--- config.mk ---
export PLATFORM = sky130hd
export DESIGN_NAME = ivs_ctrl
export DESIGN_NICKNAME = d
export VERILOG_FILES = /design/src/sv/ivs_pkg.sv /design/src/sv/ivs_ctrl.sv
export SDC_FILE = /design/constraint.sdc
export NUM_CORES = 1
export LEC_CHECK = 0
export BUFFER_PORTS_ARGS = -buffer_cell sky130_fd_sc_hd__clkbuf_2
export CORE_ASPECT_RATIO = 0.7
export CORE_MARGIN = 3
export CORE_UTILIZATION = 45
export DETAILED_ROUTE_END_ITERATION = 16
export PLACE_DENSITY_LB_ADDON = 0.15
export SETUP_SLACK_MARGIN = 0.3
export SLEW_MARGIN = 0
export SYNTH_ARGS = -nofsm -noshare
export SYNTH_HDL_FRONTEND = slang
export SYNTH_SLANG_ARGS = --single-unit
--- constraint.sdc ---
create_clock -name clk -period 1.6 [get_ports clk]
set_clock_uncertainty 0.05 [all_clocks]
set_input_delay 0.24 -clock clk [delete_from_list [all_inputs] [get_ports clk]]
set_output_delay 0.24 -clock clk [all_outputs]
set_load 0.05 [all_outputs]
--- src/sv/ivs_pkg.sv ---
// shared definitions for the integer vector stack engine
// command codes, status codes, datapath micro-ops and the control/status structs
// no dependencies
`default_nettype none

package ivs_pkg;

  localparam int DEPTH_DEF = 1024;

  localparam int CMD_W = 3;
  localparam int IDX_W = 10;
  localparam int VAL_W = 32;
  localparam int LEN_W = 11;
  localparam int ST_W  = 2;

  localparam logic [CMD_W-1:0] CMD_PUSH    = 3'd0;
  localparam logic [CMD_W-1:0] CMD_POP     = 3'd1;
  localparam logic [CMD_W-1:0] CMD_PEEK    = 3'd2;
  localparam logic [CMD_W-1:0] CMD_SET     = 3'd3;
  localparam logic [CMD_W-1:0] CMD_CLEAR   = 3'd4;
  localparam logic [CMD_W-1:0] CMD_REVERSE = 3'd5;
  localparam logic [CMD_W-1:0] CMD_BUBBLE  = 3'd6;

  localparam logic [ST_W-1:0] ST_OK    = 2'd0;
  localparam logic [ST_W-1:0] ST_EMPTY = 2'd1;
  localparam logic [ST_W-1:0] ST_FULL  = 2'd2;

  localparam int OP_W = 5;
  localparam logic [OP_W-1:0] OP_NONE        = 5'd0;
  localparam logic [OP_W-1:0] OP_LOAD        = 5'd1;
  localparam logic [OP_W-1:0] OP_PUSH        = 5'd2;
  localparam logic [OP_W-1:0] OP_RD_TOP      = 5'd3;
  localparam logic [OP_W-1:0] OP_POP         = 5'd4;
  localparam logic [OP_W-1:0] OP_SET_WR      = 5'd5;
  localparam logic [OP_W-1:0] OP_FILL_INIT   = 5'd6;
  localparam logic [OP_W-1:0] OP_FILL        = 5'd7;
  localparam logic [OP_W-1:0] OP_CLEAR       = 5'd8;
  localparam logic [OP_W-1:0] OP_REV_INIT    = 5'd9;
  localparam logic [OP_W-1:0] OP_RD_PTR      = 5'd10;
  localparam logic [OP_W-1:0] OP_RD_HI_CAP   = 5'd11;
  localparam logic [OP_W-1:0] OP_WR_PTR_RD   = 5'd12;
  localparam logic [OP_W-1:0] OP_WR_HI_HOLD  = 5'd13;
  localparam logic [OP_W-1:0] OP_BUB_INIT    = 5'd14;
  localparam logic [OP_W-1:0] OP_CAP         = 5'd15;
  localparam logic [OP_W-1:0] OP_RD_PTRM1    = 5'd16;
  localparam logic [OP_W-1:0] OP_BUB_SHIFT   = 5'd17;
  localparam logic [OP_W-1:0] OP_WR_PTR_HOLD = 5'd18;

  typedef struct packed {
    logic [OP_W-1:0] op;
    logic            fin;
    logic            take_rd;
    logic [ST_W-1:0] code;
  } ctl_t;

  typedef struct packed {
    logic full;
    logic empty;
    logic idx_oob;
    logic idx_lt_cnt;
    logic ge2;
    logic ptr_lt_hi;
    logic ptr_zero;
    logic fill_done;
    logic ordered;
  } sts_t;

endpackage

`default_nettype wire

--- src/sv/ivs_ctrl.sv ---
// command sequencer of the vector stack engine
// depends on ivs_pkg for command codes, micro-ops and the control/status structs
`default_nettype none

module ivs_ctrl (
  input  wire logic                    clk,
  input  wire logic                    rst,
  input  wire logic                    start,
  input  wire logic [ivs_pkg::CMD_W-1:0] cmd,
  input  wire ivs_pkg::sts_t           sts,
  output ivs_pkg::ctl_t                ctl,
  output logic                         busy
);
  import ivs_pkg::*;

  localparam logic [3:0] S_IDLE    = 4'd0;
  localparam logic [3:0] S_DEC     = 4'd1;
  localparam logic [3:0] S_RDW     = 4'd2;
  localparam logic [3:0] S_FILL    = 4'd3;
  localparam logic [3:0] S_REV_RL  = 4'd4;
  localparam logic [3:0] S_REV_RH  = 4'd5;
  localparam logic [3:0] S_REV_WL  = 4'd6;
  localparam logic [3:0] S_REV_WH  = 4'd7;
  localparam logic [3:0] S_BUB_CAP = 4'd8;
  localparam logic [3:0] S_BUB_RD  = 4'd9;
  localparam logic [3:0] S_BUB_CMP = 4'd10;

  logic [3:0]       state, state_next;
  logic [CMD_W-1:0] cmd_q;

  assign busy = (state != S_IDLE);

  always_ff @(posedge clk) begin
    if (rst) begin
      state <= S_IDLE;
    end else begin
      state <= state_next;
    end
    if (state == S_IDLE && start) begin
      cmd_q <= cmd;
    end
  end

  always_comb begin
    state_next  = state;
    ctl.op      = OP_NONE;
    ctl.fin     = 1'b0;
    ctl.take_rd = 1'b0;
    ctl.code    = ST_OK;
    case (state)
      S_IDLE: begin
        if (start) begin
          ctl.op     = OP_LOAD;
          state_next = S_DEC;
        end
      end
      S_DEC: begin
        state_next = S_IDLE;
        case (cmd_q)
          CMD_PUSH: begin
            ctl.fin = 1'b1;
            if (sts.full) begin
              ctl.code = ST_FULL;
            end else begin
              ctl.op = OP_PUSH;
            end
          end
          CMD_POP, CMD_PEEK: begin
            if (sts.empty) begin
              ctl.fin  = 1'b1;
              ctl.code = ST_EMPTY;
            end else begin
              ctl.op     = OP_RD_TOP;
              state_next = S_RDW;
            end
          end
          CMD_SET: begin
            if (sts.idx_oob) begin
              ctl.fin  = 1'b1;
              ctl.code = ST_FULL;
            end else if (sts.idx_lt_cnt) begin
              ctl.op  = OP_SET_WR;
              ctl.fin = 1'b1;
            end else begin
              ctl.op     = OP_FILL_INIT;
              state_next = S_FILL;
            end
          end
          CMD_CLEAR: begin
            ctl.op  = OP_CLEAR;
            ctl.fin = 1'b1;
          end
          CMD_REVERSE: begin
            if (sts.ge2) begin
              ctl.op     = OP_REV_INIT;
              state_next = S_REV_RL;
            end else begin
              ctl.fin = 1'b1;
            end
          end
          CMD_BUBBLE: begin
            if (sts.ge2) begin
              ctl.op     = OP_BUB_INIT;
              state_next = S_BUB_CAP;
            end else begin
              ctl.fin = 1'b1;
            end
          end
          default: begin
            ctl.fin = 1'b1;
          end
        endcase
      end
      S_RDW: begin
        ctl.op      = (cmd_q == CMD_POP) ? OP_POP : OP_NONE;
        ctl.fin     = 1'b1;
        ctl.take_rd = 1'b1;
        state_next  = S_IDLE;
      end
      S_FILL: begin
        if (sts.fill_done) begin
          ctl.op     = OP_SET_WR;
          ctl.fin    = 1'b1;
          state_next = S_IDLE;
        end else begin
          ctl.op = OP_FILL;
        end
      end
      S_REV_RL: begin
        if (sts.ptr_lt_hi) begin
          ctl.op     = OP_RD_PTR;
          state_next = S_REV_RH;
        end else begin
          ctl.fin    = 1'b1;
          state_next = S_IDLE;
        end
      end
      S_REV_RH: begin
        ctl.op     = OP_RD_HI_CAP;
        state_next = S_REV_WL;
      end
      S_REV_WL: begin
        ctl.op     = OP_WR_PTR_RD;
        state_next = S_REV_WH;
      end
      S_REV_WH: begin
        ctl.op     = OP_WR_HI_HOLD;
        state_next = S_REV_RL;
      end
      S_BUB_CAP: begin
        ctl.op     = OP_CAP;
        state_next = S_BUB_RD;
      end
      S_BUB_RD: begin
        if (sts.ptr_zero) begin
          ctl.op     = OP_WR_PTR_HOLD;
          ctl.fin    = 1'b1;
          state_next = S_IDLE;
        end else begin
          ctl.op     = OP_RD_PTRM1;
          state_next = S_BUB_CMP;
        end
      end
      S_BUB_CMP: begin
        if (sts.ordered) begin
          ctl.op     = OP_WR_PTR_HOLD;
          ctl.fin    = 1'b1;
          state_next = S_IDLE;
        end else begin
          ctl.op     = OP_BUB_SHIFT;
          state_next = S_BUB_RD;
        end
      end
      default: begin
        state_next = S_IDLE;
      end
    endcase
  end

endmodule

`default_nettype wire

==> results of run 1 <==
-- timing repair --
item,in CTS
gates cloned,1
endpoints found under the setup margin,17
gates resized for setup,39
buffers inserted,8
pin swaps,9
-- synth_stat cells, types with 2 or more instances --
cell type / number / area [um2]
nor2_1: 14 / 52.55
a21oi_1: 13 / 65.06
o21ai_0: 11 / 55.05
nor3_1: 10 / 50.05
nand2_1: 8 / 30.03
buf_2: 7 / 35.03
nand2b_1: 6 / 37.54
inv_1: 5 / 18.77
dfxtp_1: 4 / 80.08
and3_1: 3 / 18.77
edfxtp_1: 3 / 90.09
nand3_1: 2 / 10.01
nand3b_1: 2 / 15.01
nor2b_1: 2 / 12.51
nor3b_1: 2 / 15.01
o211ai_1: 2 / 15.01
or3_1: 2 / 12.51
-- stage by stage --
step	area, um2	hold slack (ps)
floorplan	917.1	255.6
global placement	1286	366.8
detailed placement	1286	369.6
CTS	1550	99.91
-- cell families after synthesis --
| family | after synthesis | synth area share (%) |
|---|---|---|
| flip-flops | 7 | 20.21 |
| AND/OR/NAND/NOR | 56 | 37.15 |
| XOR/XNOR | 2 | 2.081 |
| multiplexers | 1 | 1.337 |
| buffers and inverters | 15 | 8.617 |
| AO/OA/AOI/OAI | 40 | 30.61 |
==> results.yml, run 1 <==
placement:
  dp_slack_ps: -347.4
  dp.cells: 185
  port_buffers: 24
  hpwl_um: 2314
  gp_congestion: 0.8935
synth:
  synthFlopType: "dfxtp_1"
  yosysSeqAreaShare_pct: 20.21
  synth_nets: 136
  synthCells: 121
  synth_cell_types: 42
  ys_warn_count: 0
  synth-edff-count: 3
  synth_area_per_cell_um2: 6.959
  synth_seq_cells: 7
  synthArstFlopShare_pct: 0
  syn-cell-area_um2: 842.1
cts:
  clockRootBuffer: "clkbuf_4"
  cts_sinks: 7
  cts.path.max_buffers: 2
  h-tree-depth: 1
  cts_hold_buffers: 0
  numCtsBuffers: 3
die:
  rows: 12
  initial_core_util_pct: 50.53
  fp.dieW_um: 57.70
  io_pins: 25
  dieHeight_um: 42.19
timing:
  worstEpCategory: "primary output"
  worstEndpointGrtRepair: "ctl[5]"
run_status:
  tool.error: "[ERROR DPL-0038] Utilization greater than 100%, impossible to legalize"
  outcome: "aborted with a tool error"
  haltStage: "global routing (5_1_grt)"
global_route:
  grt_max_degree: 21
==> run 2, diff against run 1 <==
Settings changed: CORE_AREA set to 3 3 64 66, CORE_ASPECT_RATIO 0.7 to not set, CORE_MARGIN 3 to not set, CORE_UTILIZATION 45 to not set, DIE_AREA set to 0 0 67 69, SETUP_SLACK_MARGIN 0.3 to not set.
Clock period 1.6 ns to 2.08 ns, I/O delays scaled along.
==> run 2 against run 1 <==
Net effect:
- the flow now finishes, with violations (setup timing)
- synthesized area unchanged
- synthesized cell count is the same
==> results.yml, run 2 <==
run_status:
  outcome: "finished, violations left"
  violations: "setup timing"
worst_setup_path:
  startpoint_type: "flop"
  crit_fanout: 5
  worstPathRequired_ps: 1720
  arrival_ps: 1730
  crit_buf_inv: 1
  r2r-start: "state[2]"
  crit_chain: "or4b_4 -> nor2_4 -> a311oi_1 -> o211ai_1 -> clkbuf_16"
  end_kind: "primary output"
  max_stage_delay_ps: 570
  slowest_stage: "or4b_4"
  setup.worst_path.class: "flop to primary output"
  cp_top_family: "simple AND/OR/NAND/NOR gates"
  crit_start: "state[2]"
synth:
  netlist_top_cells_count: "nor2_1, a21oi_1, o21ai_0"
  synthMuxAreaShare_pct: 1.337
  yosysMostFrequentCell: "nor2_1"
  synth_cell_types: 42
  ys_warn_count: 0
  yosys.area.top_type: "edfxtp_1"
  synth-edff-count: 3
  synth_top_family_by_area: "simple AND/OR/NAND/NOR gates"
  synthSimpleGateAreaFrac_pct: 37.15
  synth_area_per_cell_um2: 6.959
  synth_fa_ha_area_share_pct: 0
  synth-xor-area-share_pct: 2.080
  synth_seq_cells: 7
  synthArstFlopShare_pct: 0
  synth_area_leaders: "edfxtp_1, dfxtp_1, a21oi_1"
  synth_nets: 136
  yosysSeqAreaShare_pct: 20.21
  syn-cell-area_um2: 842.1
  synth-compound-area-share_pct: 30.61
  synthCells: 121
  synth_top_area_share_pct: 10.70
  synthFlopType: "dfxtp_1"
pwr:
  p_switching_uw: 223.3
  power_frac_seq_pct: 26.2
  swShare_pct: 36.56
  p_comb_share_pct: 42.1
  p_int_uw: 387.4
  p_leak_uw: 0.0004857
  power_density_nw_per_um2: 504.2
  peakVddDrop_mv: 0.1875
  p_clk_share_pct: 31.7
cts:
  cts_sinks: 7
  cts_tree: "done"
  cts.path.max_buffers: 2
  h-tree-depth: 1
  cts_hold_buffers: 0
  path_clk_slew_ps: 40
  worstSkewPairLatency_ps: 230
  numCtsBuffers: 3
  clockRootBuffer: "clkbuf_8"
finish:
  antenna_cells: 0
  largest_reg_flops: 4
  design_area_um2: 1211
  final_common_cell: "clkbuf_2"
  layout-drive-gt1-share_pct: 36.84
  layout_common_cells: "clkbuf_2, buf_4, nor2_1, a21oi_1"
  top_register: "state"
  utilization_pct: 33.33
  nNetsFinal: 168
  areaGrowthSynthToFinish_pct: 43.83
  reg.largest.list: "state: 4 flops, cmd_q: 3 flops"
  final_cells: 200
timing:
  timing.final.crit_share_pct: 100.4
  drv_slew: 0
  tightest_slew_ps: 346.4
  rsz0062_at_grt: "true"
  timing.fmax_mhz: 478.8
  relSlewSlack_pct: 76.31
  layout_setup_ws_ps: -8.576
  period_needed_ps: 2089
  setup_violations: 1
  hold_violations: 0
die:
  fp.dieW_um: 67
  initial_core_util_pct: 23.17
  dieHeight_um: 69
  rows: 22
  io_pins: 25
  dieArea_um2: 4623
  coreArea_um2: 3633
min_path:
  holdCritStartpoint: "cmd[2]"
  hold_path.class: "input pin to flop"
flow_run:
  cap_violations: 0
drt:
  remaining_drc_errors: 0
  ant_nets: 0
  vias: 981
  vias_per_cell: 4.905
  finalWirelength_um: 2684
  drt_iter0_markers: 43
  wl_per_cell_um: 13.42
  drtPass1Iterations: 4
placement:
  port_buffers: 24
  dp.cells: 190
  hpwl_um: 2111
  gp_congestion: 0.8499
  place_area_um2: 1065
global_route:
  grt_pass1_wl_um: 4567
  overflow: 0
  grt_use_total_pct: 12.42
  antenna_found_initial: 0
  grt_max_degree: 21
  grt_pass1_vias: 966
run 2: power by group through the flow:
stage,Sequential [uW],Combinational [uW],Clock [uW]
3_5_place_dp,165,235,0
4_1_cts,160,254,199
5_1_grt,162,280,207
3_3_place_gp,165,235,0
6_report,160,257,193
2_1_floorplan,160,160,0
run 2: final cells by class:
| type | count | area [um2] |
|---|---|---|
| fillers | 422 | 2422 |
| clock buffers | 4 | 45.04 |
| well taps | 48 | 60.06 |
| inverters | 5 | 18.77 |
| repair buffers | 37 | 272.8 |
| multi-input cells | 99 | 636.9 |
| flip-flops and latches | 7 | 177.7 |
run 2: cell families (layout without fill, tap and decap cells):
family          count (synthesis)  count (layout)
xor+xnor                        2               2
mux                             1               1
simple gates                   56              56
buf+inv                        15              46
compound gates                 40              40
flops                           7               7
run 2: worst paths after layout:
kind                            cells past startpoint        to  slack (ps)
worst min-delay path                                1  cmd_q[2]         210
worst max register to register                      6  state[1]         440
worst min register to register                      3  state[0]         630
worst max-delay path                                5    ctl[5]          -9
run 2: timing repair:
action | in CTS | in global routing
gates cloned | 0 | 0
pin swaps | 2 | 3
setup buffers | 6 | 0
endpoints found under the setup margin | 6 | 7
resized for setup | 8 | 16
run 2: layer usage:
metal	up-vias	global-route usage (%)	wire length [um]	share of wire (%)
met1	448	16.68	1225	46
met2	25	18.78	1273	47
met3	5	2.769	146	5.4
li1	503	-	-	-
met4	0	5.180	38	1.4
met5	-	0	0	0
run 2: metrics by stage:
step                setup slack [ps]  setup TNS [ps]  power [uW]  hold WS [ps]
global placement               151.3               0       399.1         442.8
global route                  -66.48          -147.8       649.1         208.7
floorplan                     -24.38          -24.38       320.1         327.6
CTS                           -50.15          -84.29       613.5         206.2
detailed placement             143.4               0       399.4         441.6
finish                        -8.576          -8.576       610.7         209.1
No activity file was read; power rests on OpenSTA's default activity.
